--- src/design/tmhq_pkg.sv ---
// Shared types and constants for the ternary min-heap queue.
package tmhq_pkg;

  localparam int KeyW   = 32;
  localparam int IdxW   = 10;
  localparam int CountW = 11;

  typedef enum logic [1:0] {
    MODE_INSERT   = 2'd0,
    MODE_DECREASE = 2'd1,
    MODE_EXTRACT  = 2'd2,
    MODE_NONE     = 2'd3
  } mode_e;

  typedef enum logic [1:0] {
    STATUS_OK    = 2'd0,
    STATUS_EMPTY = 2'd1,
    STATUS_FULL  = 2'd2,
    STATUS_RANGE = 2'd3
  } status_e;

  typedef struct packed {
    mode_e                  mode;
    logic signed [KeyW-1:0] key;
    logic [IdxW-1:0]        index;
  } in_word_t;

  typedef struct packed {
    logic signed [KeyW-1:0] min_key;
    logic [CountW-1:0]      count;
    status_e                status;
  } out_word_t;

  typedef enum logic [3:0] {
    ST_IDLE,
    ST_DECODE,
    ST_UP_CHECK,
    ST_UP_DIV,
    ST_UP_CMP,
    ST_EX_LAST,
    ST_EX_LOAD,
    ST_DN_CHECK,
    ST_DN_C1,
    ST_DN_C2,
    ST_DN_C3,
    ST_DN_MOVE,
    ST_DONE
  } state_e;

  typedef enum logic [2:0] {
    POS_HOLD,
    POS_FILL,
    POS_INDEX,
    POS_ZERO,
    POS_PARENT,
    POS_BEST
  } pos_sel_e;

  typedef enum logic [1:0] {
    KEY_HOLD,
    KEY_INPUT,
    KEY_RDATA
  } key_sel_e;

  typedef enum logic [2:0] {
    RD_ROOT,
    RD_LAST,
    RD_PARENT,
    RD_C1,
    RD_C2,
    RD_C3
  } rd_sel_e;

  typedef enum logic [1:0] {
    WR_KEY,
    WR_RDATA,
    WR_BEST
  } wr_sel_e;

  typedef struct packed {
    logic     cap_in;
    logic     status_we;
    status_e  status;
    logic     clr_min;
    logic     cap_min;
    logic     fill_inc;
    logic     fill_dec;
    pos_sel_e pos_sel;
    key_sel_e key_sel;
    logic     rd_en;
    rd_sel_e  rd_sel;
    logic     wr_en;
    wr_sel_e  wr_sel;
    logic     mul_start;
    logic     par_cap;
    logic     best_init;
    logic     best_upd;
    logic     load_out;
  } dp_cmd_t;

  typedef struct packed {
    mode_e mode;
    logic  full;
    logic  empty;
    logic  bad_index;
    logic  pos_zero;
    logic  child_out;
    logic  k_lt_rd;
    logic  k_gt_best;
  } dp_status_t;

endpackage

--- src/design/tmhq_ctrl.sv ---
// Sequencer for insert, decrease-key and extract-min on the heap datapath.
module tmhq_ctrl
  import tmhq_pkg::*;
(
  input  logic       clk_i,
  input  logic       rst_ni,
  input  logic       in_valid_i,
  output logic       in_ready_o,
  output logic       out_valid_o,
  input  logic       out_ready_i,
  input  dp_status_t sts_i,
  output dp_cmd_t    cmd_o
);

  state_e state_q, state_d;
  logic   out_valid_q, out_valid_d;
  logic   out_free;

  assign out_free = !out_valid_q || out_ready_i;

  always_comb begin
    state_d = state_q;
    unique case (state_q)
      ST_IDLE: begin
        if (in_valid_i) state_d = ST_DECODE;
      end
      ST_DECODE: begin
        unique case (sts_i.mode)
          MODE_INSERT:   state_d = sts_i.full ? ST_DONE : ST_UP_CHECK;
          MODE_DECREASE: state_d = sts_i.bad_index ? ST_DONE : ST_UP_CHECK;
          MODE_EXTRACT:  state_d = sts_i.empty ? ST_DONE : ST_EX_LAST;
          default:       state_d = ST_DONE;
        endcase
      end
      ST_UP_CHECK: state_d = sts_i.pos_zero ? ST_DONE : ST_UP_DIV;
      ST_UP_DIV:   state_d = ST_UP_CMP;
      ST_UP_CMP:   state_d = sts_i.k_lt_rd ? ST_UP_CHECK : ST_DONE;
      ST_EX_LAST:  state_d = ST_EX_LOAD;
      ST_EX_LOAD:  state_d = ST_DN_CHECK;
      ST_DN_CHECK: state_d = sts_i.child_out ? ST_DONE : ST_DN_C1;
      ST_DN_C1:    state_d = ST_DN_C2;
      ST_DN_C2:    state_d = ST_DN_C3;
      ST_DN_C3:    state_d = ST_DN_MOVE;
      ST_DN_MOVE:  state_d = sts_i.k_gt_best ? ST_DN_CHECK : ST_DONE;
      ST_DONE: begin
        if (out_free) state_d = ST_IDLE;
      end
      default:     state_d = ST_IDLE;
    endcase
  end

  always_comb begin
    cmd_o      = '0;
    in_ready_o = 1'b0;
    unique case (state_q)
      ST_IDLE: begin
        in_ready_o   = 1'b1;
        cmd_o.cap_in = in_valid_i;
      end
      ST_DECODE: begin
        cmd_o.status_we = 1'b1;
        cmd_o.status    = STATUS_OK;
        cmd_o.clr_min   = 1'b1;
        unique case (sts_i.mode)
          MODE_INSERT: begin
            if (sts_i.full) begin
              cmd_o.status = STATUS_FULL;
            end else begin
              cmd_o.pos_sel  = POS_FILL;
              cmd_o.key_sel  = KEY_INPUT;
              cmd_o.fill_inc = 1'b1;
            end
          end
          MODE_DECREASE: begin
            if (sts_i.bad_index) begin
              cmd_o.status = STATUS_RANGE;
            end else begin
              cmd_o.pos_sel = POS_INDEX;
              cmd_o.key_sel = KEY_INPUT;
            end
          end
          MODE_EXTRACT: begin
            if (sts_i.empty) begin
              cmd_o.status = STATUS_EMPTY;
            end else begin
              cmd_o.rd_en    = 1'b1;
              cmd_o.rd_sel   = RD_ROOT;
              cmd_o.fill_dec = 1'b1;
            end
          end
          default: ;
        endcase
      end
      ST_UP_CHECK: begin
        if (sts_i.pos_zero) begin
          cmd_o.wr_en  = 1'b1;
          cmd_o.wr_sel = WR_KEY;
        end else begin
          cmd_o.mul_start = 1'b1;
        end
      end
      ST_UP_DIV: begin
        cmd_o.par_cap = 1'b1;
        cmd_o.rd_en   = 1'b1;
        cmd_o.rd_sel  = RD_PARENT;
      end
      ST_UP_CMP: begin
        cmd_o.wr_en = 1'b1;
        if (sts_i.k_lt_rd) begin
          cmd_o.wr_sel  = WR_RDATA;
          cmd_o.pos_sel = POS_PARENT;
        end else begin
          cmd_o.wr_sel = WR_KEY;
        end
      end
      ST_EX_LAST: begin
        cmd_o.cap_min = 1'b1;
        cmd_o.rd_en   = 1'b1;
        cmd_o.rd_sel  = RD_LAST;
      end
      ST_EX_LOAD: begin
        cmd_o.key_sel = KEY_RDATA;
        cmd_o.pos_sel = POS_ZERO;
      end
      ST_DN_CHECK: begin
        if (sts_i.child_out) begin
          cmd_o.wr_en  = 1'b1;
          cmd_o.wr_sel = WR_KEY;
        end else begin
          cmd_o.rd_en  = 1'b1;
          cmd_o.rd_sel = RD_C1;
        end
      end
      ST_DN_C1: begin
        cmd_o.best_init = 1'b1;
        cmd_o.rd_en     = 1'b1;
        cmd_o.rd_sel    = RD_C2;
      end
      ST_DN_C2: begin
        cmd_o.best_upd = 1'b1;
        cmd_o.rd_en    = 1'b1;
        cmd_o.rd_sel   = RD_C3;
      end
      ST_DN_C3: begin
        cmd_o.best_upd = 1'b1;
      end
      ST_DN_MOVE: begin
        cmd_o.wr_en = 1'b1;
        if (sts_i.k_gt_best) begin
          cmd_o.wr_sel  = WR_BEST;
          cmd_o.pos_sel = POS_BEST;
        end else begin
          cmd_o.wr_sel = WR_KEY;
        end
      end
      ST_DONE: begin
        cmd_o.load_out = out_free;
      end
      default: ;
    endcase
  end

  always_comb begin
    out_valid_d = out_valid_q;
    if (cmd_o.load_out) begin
      out_valid_d = 1'b1;
    end else if (out_ready_i) begin
      out_valid_d = 1'b0;
    end
  end

  assign out_valid_o = out_valid_q;

  always_ff @(posedge clk_i or negedge rst_ni) begin
    if (!rst_ni) begin
      state_q     <= ST_IDLE;
      out_valid_q <= 1'b0;
    end else begin
      state_q     <= state_d;
      out_valid_q <= out_valid_d;
    end
  end

endmodule

--- config.mk ---
export PLATFORM = sky130hd
export DESIGN_NAME = tmhq_ctrl
export DESIGN_NICKNAME = d
export VERILOG_FILES = /design/src/design/tmhq_pkg.sv /design/src/design/tmhq_ctrl.sv
export SDC_FILE = /design/constraint.sdc
export NUM_CORES = 1
export LEC_CHECK = 0
export BUFFER_PORTS_ARGS = -buffer_cell sky130_fd_sc_hd__buf_4
export CAP_MARGIN = 15
export CORE_ASPECT_RATIO = 1.2
export CORE_MARGIN = 3
export CORE_UTILIZATION = 42
export DETAILED_ROUTE_END_ITERATION = 12
export GPL_TIMING_DRIVEN = 1
export PLACE_DENSITY = 0.78
export SYNTH_ARGS = -nofsm -noshare
export SYNTH_HDL_FRONTEND = slang
export SYNTH_SLANG_ARGS = --single-unit
export TNS_END_PERCENT = 100
--- constraint.sdc ---
create_clock -name clk_i -period 2.3 [get_ports clk_i]
set_input_delay 0.46 -clock clk_i [delete_from_list [all_inputs] [get_ports clk_i]]
set_output_delay 0.46 -clock clk_i [all_outputs]
set_load 0.1 [all_outputs]
; ---- Yosys cells after proc, flatten, opt, wreduce, memory -nomap -nowiden
; Cells that the tools add are included.
[totals]
regBits = 5
out_inout_bits = 27
[classes]
n_eq_ne = 16
muxes = 48
n_reduce_logical = 7
[ops]
columns = operator, count
row1 = two-way mux 4 bit, 13
row2 = one-hot mux 4 bit (13 select lines), 1
row3 = one-hot mux 3 bit (4 select lines), 2
row4 = one-hot mux 4 bit (6 select lines), 1
row5 = equality test 4 bit (second input constant), 5
row6 = two-way mux 3 bit, 6
row7 = two-way mux 1 bit, 17
row8 = equality test 4 x 3 -> 1 bit (second input constant), 4
row9 = one-hot mux 4 bit (3 select lines), 1
row10 = one-hot mux 5 bit (2 select lines), 1
row11 = equality test 4 x 2 -> 1 bit (second input constant), 2
row12 = two-way mux 2 bit, 4
row13 = one-hot mux 2 bit (3 select lines), 1
row14 = equality test 4 x 1 -> 1 bit (second input constant), 1
row15 = zero test 4 bit, 1
row16 = != test 2 bit (second input constant), 2
row17 = one-hot mux 2 bit (2 select lines), 1
row18 = equality test 2 x 1 -> 1 bit (second input constant), 1
row19 = equality test 2 bit (second input constant), 1
row20 = zero test 2 bit, 1
row21 = AND reduction 2 bit, 1
row22 = nonzero test 2 bit, 1
row23 = OR reduction 2 bit, 1
row24 = zero test 1 bit, 1
row25 = logical OR 1 bit, 1

; ---- Logic depth before layout (Yosys ltp)
; Gate-level depths: netlist of run 1.
[depth]
word_depth = 4
mapped_depth = 5
ltp_nobuf = 4

; ---- Least setup slack after synthesis of run 1
; OpenSTA, ideal clock, no wires.
[synth_timing]
path_type = reg-to-output
startpoint = reg state_q[0]
endpoint = out cmd_o[11] (netlist bit)
arrival_ps = 3918
required_time_ps = 1840
slack_ps = -2078
path_stages_with_launch = 5
n_path_buf = 1
cell_sequence = dfrtp_1 -> clkbuf_1 -> nand2_1 -> a211oi_1 -> or3_1
[synth_lines]
columns = element, line
row1 = from (decl), tmhq_ctrl.sv:15  ; state_e state_q, state_d;
row2 = from (signal assigned), tmhq_ctrl.sv:179  ; state_q <= state_d;
row3 = to (decl), tmhq_ctrl.sv:12  ; output dp_cmd_t cmd_o

==> flow_metrics.tcl, run 1 <==
set metrics [dict create \
    outcome "finished with violations" \
    violations "setup timing" \
    synth_edf_count 0 \
    cts_tree "done" \
    htree_levels 1 \
    crit_fanout 3 \
    grt_pass1_wl_um 3790 \
    wl_per_cell_um 16.8 \
    rows 15 \
    path_class "reg2out" \
    finalWorstSetupSlack_ns -0.242 \
    relSlewSlack_pct 80.0 \
    syn_area_per_cell_um2 6.97 \
    grt_max_degree 20 \
    cp-start-kind "flop" \
    rsz0062_at_grt "true" \
    clock_sinks 5 \
    syn_nets 109 \
    numCtsBuffers 3 \
    die_w_um 42.4 \
    clock-root-buffer "clkbuf_4" \
    drcViolationCount 0 \
    hpwl_um 1690 \
    syn_area_um2 669 \
    via_per_inst 5.91 \
    yosys.cell_types.count 41 \
    setup.worst_path.end_class "output pin" \
    die_area_um2 2110 \
    diodes 0 \
    hp-class "in2async" \
    finalCritPeriodShare_pct 111 \
    via_count 940 \
    cts_max_path_buffers 2 \
    seq_area_frac_synth_pct 18.7 \
    die_y_um 49.7 \
    ff_latch_area_um2 125 \
    r2r_cells 5 \
    synth_flop_cell "dfrtp_1" \
    cts.clk_slew.worst_paths_ns 0.05 \
    grt_pass1_vias 844 \
    netlist_instances 96 \
    multi_input_area_um2 647 \
    worstMarginPinSlew_ns 0.296 \
    max_stage_delay_ns 0.55 \
    yosysWarnings 0 \
    fillers 69 \
    gp_congestion 0.776 \
    cap_violations 0 \
    worstPathArrival_ns 2.08 \
    rrSetupSlack_ns 0.60 \
    io-pin-count 40 \
    clkLatencyLatePin_ns 0.25 \
    ys_seq_elements 5 \
    antenna_found_initial 0 \
    dr.pass1.iters 4 \
    area.growth.synth_to_final_pct 98.5 \
    fmax_mhz 393 \
    cp_common_cell "or4b_4" \
    place_inst 151 \
    synthArstFlopShare_pct 100 \
    cp_slowest_cell "or4b_4" \
    port_buffers 39 \
    tns_ns -0.976 \
    worstPathRequired_ns 1.84 \
    final_nets 156 \
    routed_wl_um 2670 \
    cp_cell_sequence "or4b_4 -> or4b_4 -> inv_4 -> or3_4 -> buf_12" \
    fin_util_pct 90.8 \
    critPathLaunch "state_q[1]$_DFFE_PN0P_" \
    skew_ns 0.00667 \
    initial_core_util_pct 45.7 \
    core_um2 1460 \
    r2r_start "state_q[3]$_DFFE_PN0P_" \
    fin_cells 159 \
    setup_viol 7 \
    drtIter0Drc 34 \
    hold_violations 0 \
    grt.total_usage_pct 23.7 \
    slew_violations 0 \
    period_minus_slack_ns 2.54 \
    rr_endpoint "state_q[3]$_DFFE_PN0P_" \
    post-place-ws_ns -0.0360 \
    drive_gt1_share_pct 61.3 \
    ant_nets 0 \
    overflow 0 \
]
[flip-flops by register name, summed over array words and instances, names as in the netlist]
signal	flops
out_valid_o	1
state_q	4
[metal layers]
layer	track usage [%]	part of all wire [%]	vias up
li1	-	-	435
met1	28.9	37	468
met2	40.9	56	33
met3	3.65	5.1	4
met4	9.33	1.2	0
met5	0	0	-
[layout by cell type (no fill, tap or decap), types with 2 or more instances in the layout]
| cell type | count |
|---|---|
| or4b_4 | 2 |
| nor2b_1 | 3 |
| a31oi_1 | 2 |
| nor2_1 | 4 |
| nand2b_1 | 3 |
| nor2_2 | 4 |
| a21oi_1 | 5 |
| or2_4 | 2 |
| inv_1 | 2 |
| o21ai_0 | 4 |
| dfrtp_1 | 5 |
| clkbuf_4 | 3 |
| buf_12 | 7 |
| nand2_1 | 9 |
| buf_4 | 39 |
| buf_6 | 4 |
| nor3_4 | 3 |
| nand3_1 | 3 |
| nor2_4 | 3 |
| nor2b_4 | 2 |
[kinds of logic (layout without fill, tap and decap cells)]
| logic type | after synthesis | after routing | share of synthesized area [%] |
|---|---|---|---|
| AO/OA/AOI/OAI | 25 | 25 | 24.7 |
| buffers and inverters | 13 | 59 | 9.72 |
| flip-flops | 5 | 5 | 18.7 |
| multiplexers | 2 | 2 | 3.18 |
| AND/OR/NAND/NOR | 51 | 51 | 43.7 |
[final cells by class]
class                           count  area share, %
Inverter                            4           1.60
Clock buffer                        4           1.98
Sequential cell                     5           9.42
Multi-Input combinational cell     78           48.7
Tap cell                           17           1.60
Timing Repair Buffer               51           36.7
[metrics by stage]
stage,hold slack [ns],area (um^2)
final,0.549,1330
after detailed placement,0.262,1140
after CTS,0.531,1260
after global placement,0.261,1140
after floorplan,0.164,832
after global routing,0.542,1330
[Yosys cell counts (all sizes together) (3+ instances only)]
| cell type | count | share of area (%) |
|---|---|---|
| nor2 | 11 | 6.2 |
| or4b | 3 | 5.6 |
| nand3 | 3 | 2.2 |
| dfrtp | 5 | 19 |
| a21oi | 7 | 5.2 |
| nand2b | 4 | 3.7 |
| clkbuf | 5 | 2.8 |
| inv | 3 | 1.7 |
| o21ai | 4 | 3.0 |
| nor2b | 6 | 6.0 |
| buf | 4 | 4.5 |
| nor3 | 4 | 3.7 |
| nand2 | 9 | 5.0 |
[worst max-delay path by stage]
stage,end,slack [ns],cells past startpoint
finish,cmd_o[11],-0.24,5
global route,cmd_o[11],-0.28,5
CTS,cmd_o[11],-0.22,5
detailed placement,cmd_o[11],-0.04,5
global placement,cmd_o[11],-0.009,5
floorplan,cmd_o[14],-0.65,5
[critical path: cells and delay by family (launching register included)]
family	cells	cell delay, ns
AND/OR/NAND/NOR	3	1.23
flip-flops	1	0.37
buffers and inverters	2	0.23
[timing repair]
action | CTS | global route
hold buffers | 1 | 0
gates resized for setup | 22 | 12
pin swaps | 2 | 3
setup buffers | 0 | 4
hold endpoints to repair | 3 | 0
endpoints found under the setup margin | 8 | 10
Power of run 1 is left out: the tool's default activity adds up to more than one toggle a clock period on the data nets, which glitch-free logic cannot reach.
==> run 2, diff against run 1 <==
SKIP_LAST_GASP = 1   (was default)
==> run 2 against run 1 <==
The flow still finishes with violations (setup timing). Clock skew rose by 0.00052 ns. Cell count stayed put. Via count shrank 2.7%. Core utilization decreased by 1.2 points. Design area decreased by 1.3%. Critical path depth did not move. Register-to-register slack got worse by 0.04 ns.
==> flow_metrics.tcl, run 2 (same netlist as run 1, synthesis figures left out) <==
set metrics [dict create \
    outcome "finished with violations" \
    violations "setup timing" \
    grt_pass1_wl_um 3760 \
    clock_sinks 5 \
    placed_cell_area_um2 1140 \
    cts_tree "done" \
    largest_reg_flops 4 \
    numCtsBuffers 3 \
    routed_wl_um 2600 \
    fmax_mhz 392 \
    final_nets 156 \
    period_minus_slack_ns 2.55 \
    overflow 0 \
    regMostFlops "state_q" \
    die_w_um 42.4 \
    rsz0062_at_grt "true" \
    cp-start-kind "flop" \
    rrSetupSlack_ns 0.56 \
    skew_ns 0.00719 \
    slew_violations 0 \
    rows 15 \
    htree_levels 1 \
    clkLatencyLatePin_ns 0.25 \
    max_stage_delay_ns 0.53 \
    cp_common_cell "or4b_4" \
    cp_cell_sequence "or4b_4 -> or4b_4 -> clkinv_2 -> or3_2 -> buf_12" \
    gp_congestion 0.776 \
    hpwl_um 1690 \
    stdcell_area_um2 1310 \
    area.growth.synth_to_final_pct 95.9 \
    worstPathRequired_ns 1.84 \
    cts.clk_slew.worst_paths_ns 0.05 \
    setup_viol 7 \
    grt_max_degree 20 \
    r2r_start "state_q[2]$_DFFE_PN0P_" \
    finalCritPeriodShare_pct 111 \
    io-pin-count 40 \
    drive_gt1_share_pct 61.3 \
    fin_cells 159 \
    core_um2 1460 \
    via_per_inst 5.75 \
    worstPathArrival_ns 2.09 \
    hold_violations 0 \
    antenna_found_initial 0 \
    via_count 915 \
    ant_nets 0 \
    final_common_cell "buf_4" \
    grt_pass1_vias 844 \
    grt.total_usage_pct 23.4 \
    worstMarginPinSlew_ns 0.439 \
    initial_core_util_pct 45.7 \
    hp-class "in2async" \
    cp_slowest_cell "or4b_4" \
    setup.worst_path.end_class "output pin" \
    diodes 0 \
    dr.pass1.iters 4 \
    clock-root-buffer "clkbuf_4" \
    critPathLaunch "state_q[2]$_DFFE_PN0P_" \
    final_cell_mix "40 x buf_4, 9 x nand2_1, 6 x buf_12" \
    port_buffers 39 \
    drcViolationCount 0 \
    wl_per_cell_um 16.3 \
    fin_util_pct 89.6 \
    crit_fanout 3 \
    place_inst 151 \
    path_class "reg2out" \
    finalWorstSetupSlack_ns -0.249 \
    drtIter0Drc 21 \
    die_area_um2 2110 \
    cts_max_path_buffers 2 \
    relSlewSlack_pct 70.4 \
    cap_violations 0 \
    die_y_um 49.7 \
]
[run 2: changes by cell type in the layout (fill, tap and decap cells not counted), sizes merged]
| cell | delta |
|---|---|
| inv | -1 |
| clkinv | +1 |
[run 2: critical path: cells and delay by family (launching register included)]
family / cells / cell delay, ns
DFF: 1 / 0.39
and+or+nand+nor: 3 / 1.20
buffers and inverters: 2 / 0.24
[run 2: repair_timing]
item,in CTS,in global routing
resized for setup,21,8
pin swaps,2,3
hold buffers,1,0
endpoints found under the setup margin,8,10
buffers inserted,0,3
hold endpoints to repair,3,0
[run 2: layout make-up]
class | count | area, um^2
Tap cell | 17 | 21.3
Fill cell | 76 | 153
Inverter | 4 | 20.0
Sequential cell | 5 | 125
Clock buffer | 4 | 26.3
Timing Repair Buffer | 51 | 475
Multi-Input combinational cell | 78 | 643
[run 2: per-stage QoR]
stage / TNS (ns) / hold slack [ns] / setup WS, ns
floorplan: -2.97 / 0.164 / -0.649
global route: -1.39 / 0.545 / -0.295
detailed placement: -0.0360 / 0.262 / -0.0360
CTS: -0.782 / 0.531 / -0.235
finish: -0.947 / 0.542 / -0.249
global placement: -0.00895 / 0.261 / -0.00895
[run 2: worst paths after layout]
| path | end | cells after the start |
|---|---|---|
| max in group asynchronous | state_q[1]$_DFFE_PN0P_ | 2 |
| hold / removal | state_q[3]$_DFFE_PN0P_ | 2 |
| min in group clk_i | state_q[0]$_DFFE_PN0P_ | 3 |
| setup / recovery | cmd_o[11] | 5 |
| setup reg to reg | state_q[1]$_DFFE_PN0P_ | 6 |
| hold reg to reg | out_valid_o$_DFFE_PN0P_ | 2 |
[run 2: routing by layer]
metal	global-route usage, %	routed length [um]	vias to the layer above
met3	3.65	154	2
met1	28.9	974	445
met4	9.33	27	0
met5	0	0	-
met2	39.8	1440	35
li1	-	-	433
Power of run 2 is left out for the same reason.
